[src/grfo_pkg.sv]
// Shared types and constants for the random() first-outputs pipeline.
// No dependencies; every other file in src imports this package.
package grfo_pkg;

  localparam int unsigned STEPS   = 31;
  localparam int unsigned LANES   = 4;
  localparam int unsigned WORD_W  = 32;
  localparam int unsigned PROD_W  = 47;   // 15-bit multiplier times 32-bit seed
  localparam int unsigned OUT_W   = 31;

  localparam logic [14:0]       LCG_MUL     = 15'd16807;
  localparam logic [WORD_W-1:0] BAD_SEED_A  = 32'h7fff_ffff;
  localparam logic [WORD_W-1:0] BAD_SEED_B  = 32'hffff_fffe;
  localparam logic [WORD_W-1:0] FIX_SEED_A  = 32'h13f8_35f3;
  localparam logic [WORD_W-1:0] FIX_SEED_B  = 32'h5df7_35f1;

  // Weight table; lane k at step j uses entry j+3-k.
  localparam logic [WORD_W-1:0] COEF [STEPS+3] = '{
    32'h0128e83b, 32'h00dafa31, 32'h009f4828, 32'h00f66443, 32'h00bee24d,
    32'h00817005, 32'h00cb918f, 32'h00a64845, 32'h0069c3cf, 32'h00a76dbd,
    32'h0090a848, 32'h0057025f, 32'h0089126c, 32'h007d9a8f, 32'h0048252a,
    32'h006fb2d4, 32'h006ccc15, 32'h003c5744, 32'h005a998f, 32'h005df917,
    32'h0032ed77, 32'h00492688, 32'h0050e901, 32'h002b5f57, 32'h003acd0b,
    32'h00456b7a, 32'h0025413d, 32'h002f11f4, 32'h003b564d, 32'h00203f14,
    32'h002589fc, 32'h003283f8, 32'h001c17e4, 32'h001dd823
  };

  typedef logic [LANES-1:0][WORD_W-1:0] grfo_acc_t;

  // One word in flight between steps.
  typedef struct packed {
    logic              vld;
    logic [WORD_W-1:0] seed;
    grfo_acc_t         acc;
  } grfo_word_t;

endpackage

[src/grfo_seed_in.sv]
// Input stage: holds the bad-seed fix flag and registers the incoming seed.
// Depends on grfo_pkg.
module grfo_seed_in (
  input  logic                      clk,
  input  logic                      rst_n,
  input  logic                      cfg_wr_en,
  input  logic                      cfg_wr_data,
  input  logic                      accept,
  input  logic [grfo_pkg::WORD_W-1:0] seed_value,
  output grfo_pkg::grfo_word_t      word_out
);
  import grfo_pkg::*;

  logic              fix_r;
  logic              vld_r;
  logic [WORD_W-1:0] seed_r;
  logic [WORD_W-1:0] seed_nxt;

  always_comb begin
    seed_nxt = seed_value;
    if (fix_r) begin
      if (seed_value == BAD_SEED_A) begin
        seed_nxt = FIX_SEED_A;
      end else if (seed_value == BAD_SEED_B) begin
        seed_nxt = FIX_SEED_B;
      end
    end
  end

  always_ff @(posedge clk) begin
    if (!rst_n) begin
      fix_r <= 1'b0;
      vld_r <= 1'b0;
    end else begin
      if (cfg_wr_en) begin
        fix_r <= cfg_wr_data;
      end
      vld_r <= accept;
    end
  end

  always_ff @(posedge clk) begin
    seed_r <= seed_nxt;
  end

  assign word_out.vld  = vld_r;
  assign word_out.seed = seed_r;
  assign word_out.acc  = '0;

endmodule

[config.mk]
export PLATFORM = sky130hd
export DESIGN_NAME = grfo_seed_in
export DESIGN_NICKNAME = d
export VERILOG_FILES = /design/src/grfo_pkg.sv /design/src/grfo_seed_in.sv
export SDC_FILE = /design/constraint.sdc
export NUM_CORES = 1
export LEC_CHECK = 0
export BUFFER_PORTS_ARGS = -buffer_cell sky130_fd_sc_hd__buf_2
export CAP_MARGIN = 20
export CELL_PAD_IN_SITES_DETAIL_PLACEMENT = 2
export CELL_PAD_IN_SITES_GLOBAL_PLACEMENT = 2
export CORE_MARGIN = 1
export CORE_UTILIZATION = 19
export CTS_CLUSTER_SIZE = 14
export DETAILED_ROUTE_END_ITERATION = 12
export GPL_ROUTABILITY_DRIVEN = 0
export PLACE_DENSITY_LB_ADDON = 0.2
export SLEW_MARGIN = 5
export SYNTH_ARGS = -nofsm -noshare
export SYNTH_HDL_FRONTEND = slang
export SYNTH_SLANG_ARGS = --single-unit
[constraint.sdc]
create_clock -name clk -period 3.65 [get_ports clk]
set_clock_uncertainty 0.05 [all_clocks]
set_input_delay 1.095 -clock clk [delete_from_list [all_inputs] [get_ports clk]]
set_output_delay 1.095 -clock clk [all_outputs]
set_load 0.02 [all_outputs]
==> results_tabular.tex, run 1 <==
\begin{tabular}{lr}
\hline
Metric & Value \\
\hline
\multicolumn{2}{l}{\textbf{Drt}} \\
Detailed-router iteration count before antenna repair & 3 \\
Number of vias after detailed routing & 1248 \\
Detailed Route WL & 4475 µm \\
Number of DRC violations after detailed-routing iteration 0 & 33 \\
Mean number of vias per cell & roughly 2.9 \\
Antenna violation net count after detailed routing & 0 \\
DR DRC count & 0 \\
Final routed wire length divided by cell count & 10.48 µm \\
\multicolumn{2}{l}{\textbf{Yosys}} \\
Xor/xnor cell area share of the yosys netlist & 0\% \\
Post-synthesis adder-cell area fraction & 0\% \\
Cell count after synthesis & 233 \\
Synth Area in Simple Gates & around 6.3\% \\
Share of the synthesized area in the top cell type & 47.05\% \\
Mean area per synthesized cell & 8.834 µm² \\
Netlist area before placement & between 0.002 and 0.0025 mm² \\
Combinational family with the most area after synthesis & buffers and inverters \\
Netlist cell types & 17 \\
Fraction of the yosys area taken by sequential cells & 33.07\% \\
Yosys warns & 0 \\
\#FFs+latches synth & 34 \\
Leading cell types by total area after synthesis & buf\_4, dfxtp\_1, a31oi\_1 \\
Mux share of post-synthesis cell area & less than 1\% \\
Share of the synthesized area in compound gates (AO/OA/AOI/OAI) & around 5.6\% \\
Most area-hungry cell type in the Yosys netlist & buf\_4 \\
\multicolumn{2}{l}{\textbf{CTS}} \\
Number of buffers between clock root and the deepest sink & 2 \\
PostCTS Resize Cnt & 0 \\
Htree depth & 2 \\
CTS tree & built \\
Number of buffers inserted during clock tree synthesis & 5 \\
TritonCTS sink count & 34 \\
Clock edge transition at the registers on the reported setup and hold paths & roughly 0.080 ns \\
CTS Root Cell & clkbuf\_8 \\
Post-CTS setup-driven buffer insertion count & 0 \\
Clock latency reported for the late side of the worst-skew pair & 0.28 ns \\
Hold buffer count at cts & 0 \\
\multicolumn{2}{l}{\textbf{Global route}} \\
Total global-route track usage & roughly 7.4\% \\
Number of antenna violations at the first check in global routing & 0 \\
Largest net degree at the start of global routing & 19 \\
GR met1 Demand/Resource & 7.948\% \\
Met3 Track Usage GR & 3.311\% \\
Remaining global-route overflow & 0 \\
Global-route wire length before repair & 6265 µm \\
Layer with the highest usage after global routing & met2 \\
Global Route met2 Usage & 13.07\% \\
Vias in the first global route & 1137 \\
\multicolumn{2}{l}{\textbf{Worst setup path}} \\
Critical Path Start Type & primary input \\
Startpoint of the most critical register-to-register path & fix\_r \\
Critical Path RT & roughly 3.7 ns \\
Maximum net fanout on the critical path & 18 \\
Slowest cell on crit path & nor4\_4 \\
Cells traversed along the worst timing path & buf\_2 > nand4\_1 > nor4\_4 > a31oi\_1 \\
Count of cells along the worst register-to-register path & 3 \\
Data arrival, critical path & 2.47 ns \\
Flop2flop setup slack & between 1.5 and 2 ns \\
Buffering stage count on the worst path with inverters included & 1 \\
Kind of cell with the highest combined delay on the critical path & simple AND/OR/NAND/NOR gates \\
Worst stage delay on the critical path & 0.89 ns \\
Terminus of the critical flop-to-flop path & seed\_r[15] \\
Critical path start-end classification & primary input to register \\
Endpoint type of the worst setup path & register \\
Worst setup path startpoint & seed\_value[3] \\
\multicolumn{2}{l}{\textbf{Timing}} \\
Period minus WS final & 2.399 ns \\
Final cycle utilization of the critical path & around 66\% \\
Final-report setup violation count & 0 \\
Worst slew margin & between 30\% and 40\% \\
Slew at the pin closest to its max-slew limit & 0.9809 ns \\
Achievable Freq & around 0.42 GHz \\
Total negative slack & 0 ns \\
RSZ-0062 raised after global routing & false \\
Count of final hold-check violations & 0 \\
Number of max-slew violations in the final report & 0 \\
\multicolumn{2}{l}{\textbf{Power}} \\
Portion of total power attributed to the clock network & 32.8\% \\
Max VDD drop & $\sim$0.12 mV \\
Cell-internal power & approximately 580 µW \\
Fraction of power spent switching nets & $\sim$36\% \\
Net switching component of the power & 322.2 µW \\
Sequential power share & 44.0\% \\
Part of the power in combinational logic & 23.2\% \\
Power per cell area & between 400 and 500 mW/mm² \\
Leakage dissipation & 1.195 nW \\
\multicolumn{2}{l}{\textbf{Place}} \\
Quantity of I/O buffers inserted on ports & $\sim$70 \\
Half-perimeter wire length after placement & 3797 µm \\
\multicolumn{2}{l}{\textbf{Worst hold path}} \\
Hold Path Origin & fix\_r \\
Class of the tightest hold or removal check & register to register \\
Instance count along the most critical hold path & 2 \\
End point of the most critical hold path & fix\_r \\
\multicolumn{2}{l}{\textbf{Floorplan}} \\
Num rows & 37 \\
Die X-Extent & around 110 µm \\
Starting utilization of the core area & between 15 and 20\% \\
Core area & 0.01042 mm² \\
Area enclosed by the die boundary & 0.01125 mm² \\
I/O pin cnt & about 200 \\
Die Y & around 110 µm \\
\multicolumn{2}{l}{\textbf{Job}} \\
Max Cap Violations & 0 \\
\multicolumn{2}{l}{\textbf{Layout}} \\
P\&R area growth vs syn & 1.702\% \\
Fin nets & 327 \\
Util after Layout & about a fifth \\
Fraction of final layout cells with drive strength greater than 1 & 27.49\% \\
Antenna cell count & 0 \\
\multicolumn{2}{l}{\textbf{Status}} \\
Status & complete, no violations \\
\hline
\end{tabular}
final cells by class:
| class | count | area [µm²] |
|---|---|---|
| Sequential cell | 34 | 680.7 |
| Fill cell | 1260 | 8323 |
| Clock inverter | 2 | 12.51 |
| Clock buffer | 6 | 82.58 |
| Timing Repair Buffer | 69 | 345.3 |
| Inverter | 18 | 67.56 |
| Tap cell | 136 | 170.2 |
| Multi-Input combinational cell | 162 | 734.5 |
state kept, by name, summed over array words and instances (netlist names):
signal	cells
seed_r	32
fix_r	1
vld_r	1
cells in the mapped netlist, drive strengths merged:
cell type and number:
or2 1, conb 1, nor4 2, nand4 7
dlygate4sd1 1, nor2b 3, a31o 1, inv 18
a31oi 17, clkbuf 14, nand3 1, dfxtp 34
mux2i 1, and2 1, buf 131
worst max-delay path by stage:
| stage | endpoint | depth (start not counted) | slack (ns) |
|---|---|---|---|
| after global placement | seed_r[15] | 4 | 0.96 |
| after global routing | seed_r[15] | 4 | 1.11 |
| after CTS | seed_r[29] | 4 | 1.26 |
| after floorplan | seed_r[16] | 4 | 1.53 |
| after detailed placement | seed_r[15] | 4 | 0.94 |
| final | seed_r[15] | 4 | 1.25 |
through the flow:
stage | hold WS, ns | cells | total power [mW] | worst slack [ns] | instance area, µm²
after floorplan | 0.4322 | 360 | 0.6704 | 1.535 | 2535
after global placement | 0.4820 | 419 | 0.6095 | 0.9611 | 1998
after detailed placement | 0.4785 | 419 | 0.6105 | 0.9408 | 1998
after CTS | 0.4945 | 427 | 0.9146 | 1.258 | 2093
after global routing | 0.5287 | 427 | 0.9470 | 1.111 | 2093
final | 0.4843 | 427 | 0.8989 | 1.251 | 2093
tightest hold or removal path, cell delays in order, from the launching register on:
cell and delay [ns]:
dfxtp_1 0.32, mux2i_1 0.12, nor2b_1 0.06
power by group through the flow:
| stage | logic [mW] | registers, mW | clock network (mW) |
|---|---|---|---|
| floorplan | 0.242 | 0.429 | 0 |
| global placement | 0.206 | 0.404 | 0 |
| detailed placement | 0.206 | 0.404 | 0 |
| CTS | 0.207 | 0.396 | 0.313 |
| global route | 0.224 | 0.397 | 0.326 |
| finish | 0.209 | 0.395 | 0.295 |
layer usage:
metal | vias to the layer above | part of all wire [%]
li1 | 576 | -
met1 | 571 | 37
met4 | 0 | 0.34
met3 | 2 | 12
met5 | - | 0
met2 | 99 | 51
cell usage in the layout, fill, tap and decap left out, drive strengths merged:
cell / synthesis / routed
conb: 1 / 128
buf: 131 / 69
dfxtp: 34 / 34
inv: 18 / 18
a31oi: 17 / 17
nand4: 7 / 7
clkbuf: 14 / 6
nor2b: 3 / 3
nor4: 2 / 2
nand3: 1 / 1
or2: 1 / 1
a31o: 1 / 1
mux2i: 1 / 1
and2: 1 / 1
clkinvlp: 0 / 1
clkinv: 0 / 1
kinds of logic (layout without fill, tap and decap cells):
logic type / after synthesis / in the layout
compound gates: 18 / 18
buf+inv: 164 / 95
flops: 34 / 34
mux: 1 / 1
other cells: 1 / 128
simple gates: 15 / 15
Note: power is estimated with default switching activity, not from simulation.
==> run 2, diff against run 1 <==
--- a/config.mk
+++ b/config.mk
@@ -5,12 +5,13 @@
 export SDC_FILE = /design/constraint.sdc
 export NUM_CORES = 1
 export LEC_CHECK = 0
+export ABC_AREA = 1
 export BUFFER_PORTS_ARGS = -buffer_cell sky130_fd_sc_hd__buf_2
 export CAP_MARGIN = 20
 export CELL_PAD_IN_SITES_DETAIL_PLACEMENT = 2
 export CELL_PAD_IN_SITES_GLOBAL_PLACEMENT = 2
 export CORE_MARGIN = 1
-export CORE_UTILIZATION = 19
+export CORE_UTILIZATION = 16
 export CTS_CLUSTER_SIZE = 14
 export DETAILED_ROUTE_END_ITERATION = 12
 export GPL_ROUTABILITY_DRIVEN = 0
==> constraint.sdc (replaced) <==
create_clock -name clk -period 2.16 [get_ports clk]
set_clock_uncertainty 0.05 [all_clocks]
set_input_delay 0.648 -clock clk [delete_from_list [all_inputs] [get_ports clk]]
set_output_delay 0.648 -clock clk [all_outputs]
set_load 0.02 [all_outputs]
==> run 2 against run 1 <==
Via count rose by 3.4%. Final cell count rose by 15%. Synthesized cell count rose by 10%. Register-to-register slack got worse by 1.1 ns.
==> results_tabular.tex, run 2 <==
\begin{tabular}{lr}
\hline
Metric & Value \\
\hline
\multicolumn{2}{l}{\textbf{CTS}} \\
TritonCTS sink count & 34 \\
PostCTS Resize Cnt & 0 \\
Clock edge transition at the registers on the reported setup and hold paths & $\sim$0.05 ns \\
Post-CTS setup-driven buffer insertion count & 0 \\
Hold buffer count at cts & 0 \\
Number of buffers between clock root and the deepest sink & 2 \\
Clock latency reported for the late side of the worst-skew pair & 0.27 ns \\
CTS Root Cell & clkbuf\_16 \\
Htree depth & 2 \\
Number of buffers inserted during clock tree synthesis & 5 \\
CTS tree & built \\
\multicolumn{2}{l}{\textbf{Floorplan}} \\
Area enclosed by the die boundary & 0.01353 mm² \\
I/O pin cnt & 198 \\
Die Y & 116.3 µm \\
Starting utilization of the core area & between 10\% and 20\% \\
Die X-Extent & 116.3 µm \\
Num rows & 41 \\
Core area & 0.01267 mm² \\
\multicolumn{2}{l}{\textbf{Drt}} \\
Detailed-router iteration count before antenna repair & 4 \\
Antenna violation net count after detailed routing & 0 \\
Detailed Route WL & 4279 µm \\
Final routed wire length divided by cell count & just under 9 µm \\
Number of DRC violations after detailed-routing iteration 0 & 28 \\
Mean number of vias per cell & 2.638 \\
DR DRC count & 0 \\
Number of vias after detailed routing & 1290 \\
\multicolumn{2}{l}{\textbf{Worst setup path}} \\
Cells traversed along the worst timing path & buf\_2 \\
Kind of cell with the highest combined delay on the critical path & flip-flops \\
Critical path start-end classification & register to output pin \\
Flop2flop setup slack & 0.86 ns \\
Maximum net fanout on the critical path & 1 \\
Critical Path Start Type & register \\
Startpoint of the most critical register-to-register path & fix\_r \\
Critical Path RT & 1.46 ns \\
Endpoint type of the worst setup path & output pin \\
Buffering stage count on the worst path with inverters included & 1 \\
Slowest cell on crit path & dfxtp\_1 \\
Data arrival, critical path & 0.76 ns \\
Worst stage delay on the critical path & 0.31 ns \\
Worst setup path startpoint & seed\_r[14] \\
\multicolumn{2}{l}{\textbf{Global route}} \\
Number of antenna violations at the first check in global routing & 0 \\
Largest net degree at the start of global routing & 10 \\
Global-route wire length before repair & 5871 µm \\
Vias in the first global route & 1182 \\
Remaining global-route overflow & 0 \\
Total global-route track usage & 5.847\% \\
\multicolumn{2}{l}{\textbf{Yosys}} \\
Yosys warns & 0 \\
\#FFs+latches synth & 34 \\
Leading cell types by total area after synthesis & buf\_4, dfxtp\_1, nand2\_1 \\
Mean area per synthesized cell & 8.135 µm² \\
Number of synthesized flops with an enable pin & 0 \\
Most area-hungry cell type in the Yosys netlist & buf\_4 \\
Fraction of the yosys area taken by sequential cells & 32.56\% \\
Most common cell in the netlist & buf\_4 \\
Cell count after synthesis & 257 \\
Fraction of registers with async set or reset after synthesis & 0\% \\
Most frequent cells after synthesis & buf\_4, dfxtp\_1, nand2\_1 \\
Primary FF master, synth & dfxtp\_1 \\
Share of the synthesized area in the top cell type & 46.32\% \\
Netlist cell types & 19 \\
Netlist area before placement & 0.002091 mm² \\
\multicolumn{2}{l}{\textbf{Layout}} \\
Reg with most FFs & seed\_r \\
Top flop regs & seed\_r x32, fix\_r x1, vld\_r x1 \\
Fraction of final layout cells with drive strength greater than 1 & 28.71\% \\
Footprint of the multi-input gates & just under 800 µm² \\
Commonest cells after routing, fill and taps aside & conb\_1, buf\_2, dfxtp\_1 \\
Antenna cell count & 0 \\
P\&R area growth vs syn & 6.822\% \\
Most common cell after layout, fill and taps aside & conb\_1 \\
Filler instances & 1568 \\
FF+latch area & 680.7 µm² \\
Fin nets & 354 \\
Max reg flops & 32 \\
\multicolumn{2}{l}{\textbf{Power}} \\
Power per cell area & 753.9 mW/mm² \\
Max VDD drop & 0.2014 mV \\
Leakage dissipation & between 1 and 1.5 nW \\
\multicolumn{2}{l}{\textbf{Timing}} \\
Number of max-slew violations in the final report & 0 \\
Final cycle utilization of the critical path & slightly below 70\% \\
Period minus WS final & 1.455 ns \\
Total negative slack & 0 ns \\
RSZ-0062 raised after global routing & false \\
Final hold slack & 0.4342 ns \\
Final-report setup violation count & 0 \\
Achievable Freq & just under 0.7 GHz \\
Count of final hold-check violations & 0 \\
\multicolumn{2}{l}{\textbf{Status}} \\
Status & complete, no violations \\
\multicolumn{2}{l}{\textbf{Worst hold path}} \\
Hold Path Origin & seed\_value[12] \\
Class of the tightest hold or removal check & primary input to register \\
\multicolumn{2}{l}{\textbf{Place}} \\
Quantity of I/O buffers inserted on ports & just under 70 \\
Half-perimeter wire length after placement & 3810 µm \\
\multicolumn{2}{l}{\textbf{Job}} \\
Max Cap Violations & 0 \\
\hline
\end{tabular}
run 2: cell count changes after synthesis, sizes merged, moves of 3 or more:
cell / before / now
inv: 18 / 23
nand4: 7 / 2
nor2b: 3 / 0
nor2: 0 / 20
nand2: 0 / 28
a31oi: 17 / 0
run 2: area by class of cell:
cell class              instances  share of cell area [%]
clock buffers                   7                   5.938
well taps                     172                   9.636
repair buffers                 69                   15.46
multi-input cells             184                   34.62
flip-flops and latches         34                   30.48
inverters                      23                   3.866
run 2: worst register-to-register path, cell delays in order, from the launching register on:
cell and delay (ns):
dfxtp_1 0.36, nand2_1 0.07, nor2_1 0.08, nand2_1 0.05, nor2_1 0.15, nand3_2 0.18
nand2_4 0.20, nor2_2 0.05
run 2: per-stage QoR:
step / worst slack [ns] / util, % / area (µm²) / power [mW] / std cells
finish: 0.7048 / 17.63 / 2233 / 1.684 / 489
global route: 0.5433 / 17.63 / 2233 / 1.776 / 489
CTS: 0.6468 / 17.63 / 2233 / 1.715 / 489
detailed placement: 0.3526 / 16.58 / 2101 / 1.030 / 482
global placement: 0.3632 / 16.58 / 2101 / 1.029 / 482
floorplan: 0.6996 / - / 2567 / 1.134 / 384
run 2: kinds of logic after synthesis:
| family | share of synthesized area, % |
|---|---|
| AND/OR/NAND/NOR | 13.52 |
| other | 0.1794 |
| buffers and inverters | 53.26 |
| AO/OA/AOI/OAI | 0.4783 |
| flip-flops | 32.56 |
run 2: per-layer routing:
metal  up-vias  track usage [%]  routed length (µm)
met5         -                0                   0
met3         6            1.816                 480
li1        605                -                   -
met4         0            2.564                  55
met1       572            6.700                1663
met2       107            9.980                2080
run 2: worst paths after layout:
path                   endpoint  cells after the start
setup reg to reg     seed_r[31]                      7
setup / recovery  word_out[142]                      1
hold reg to reg           fix_r                      2
hold / removal       seed_r[12]                      1
run 2: power by group:
| group | total, mW | switching, mW | internal (mW) |
|---|---|---|---|
| logic | 0.351 | 0.292 | 0.0589 |
| clock network | 0.663 | 0.242 | 0.421 |
| registers | 0.671 | 0.00810 | 0.662 |
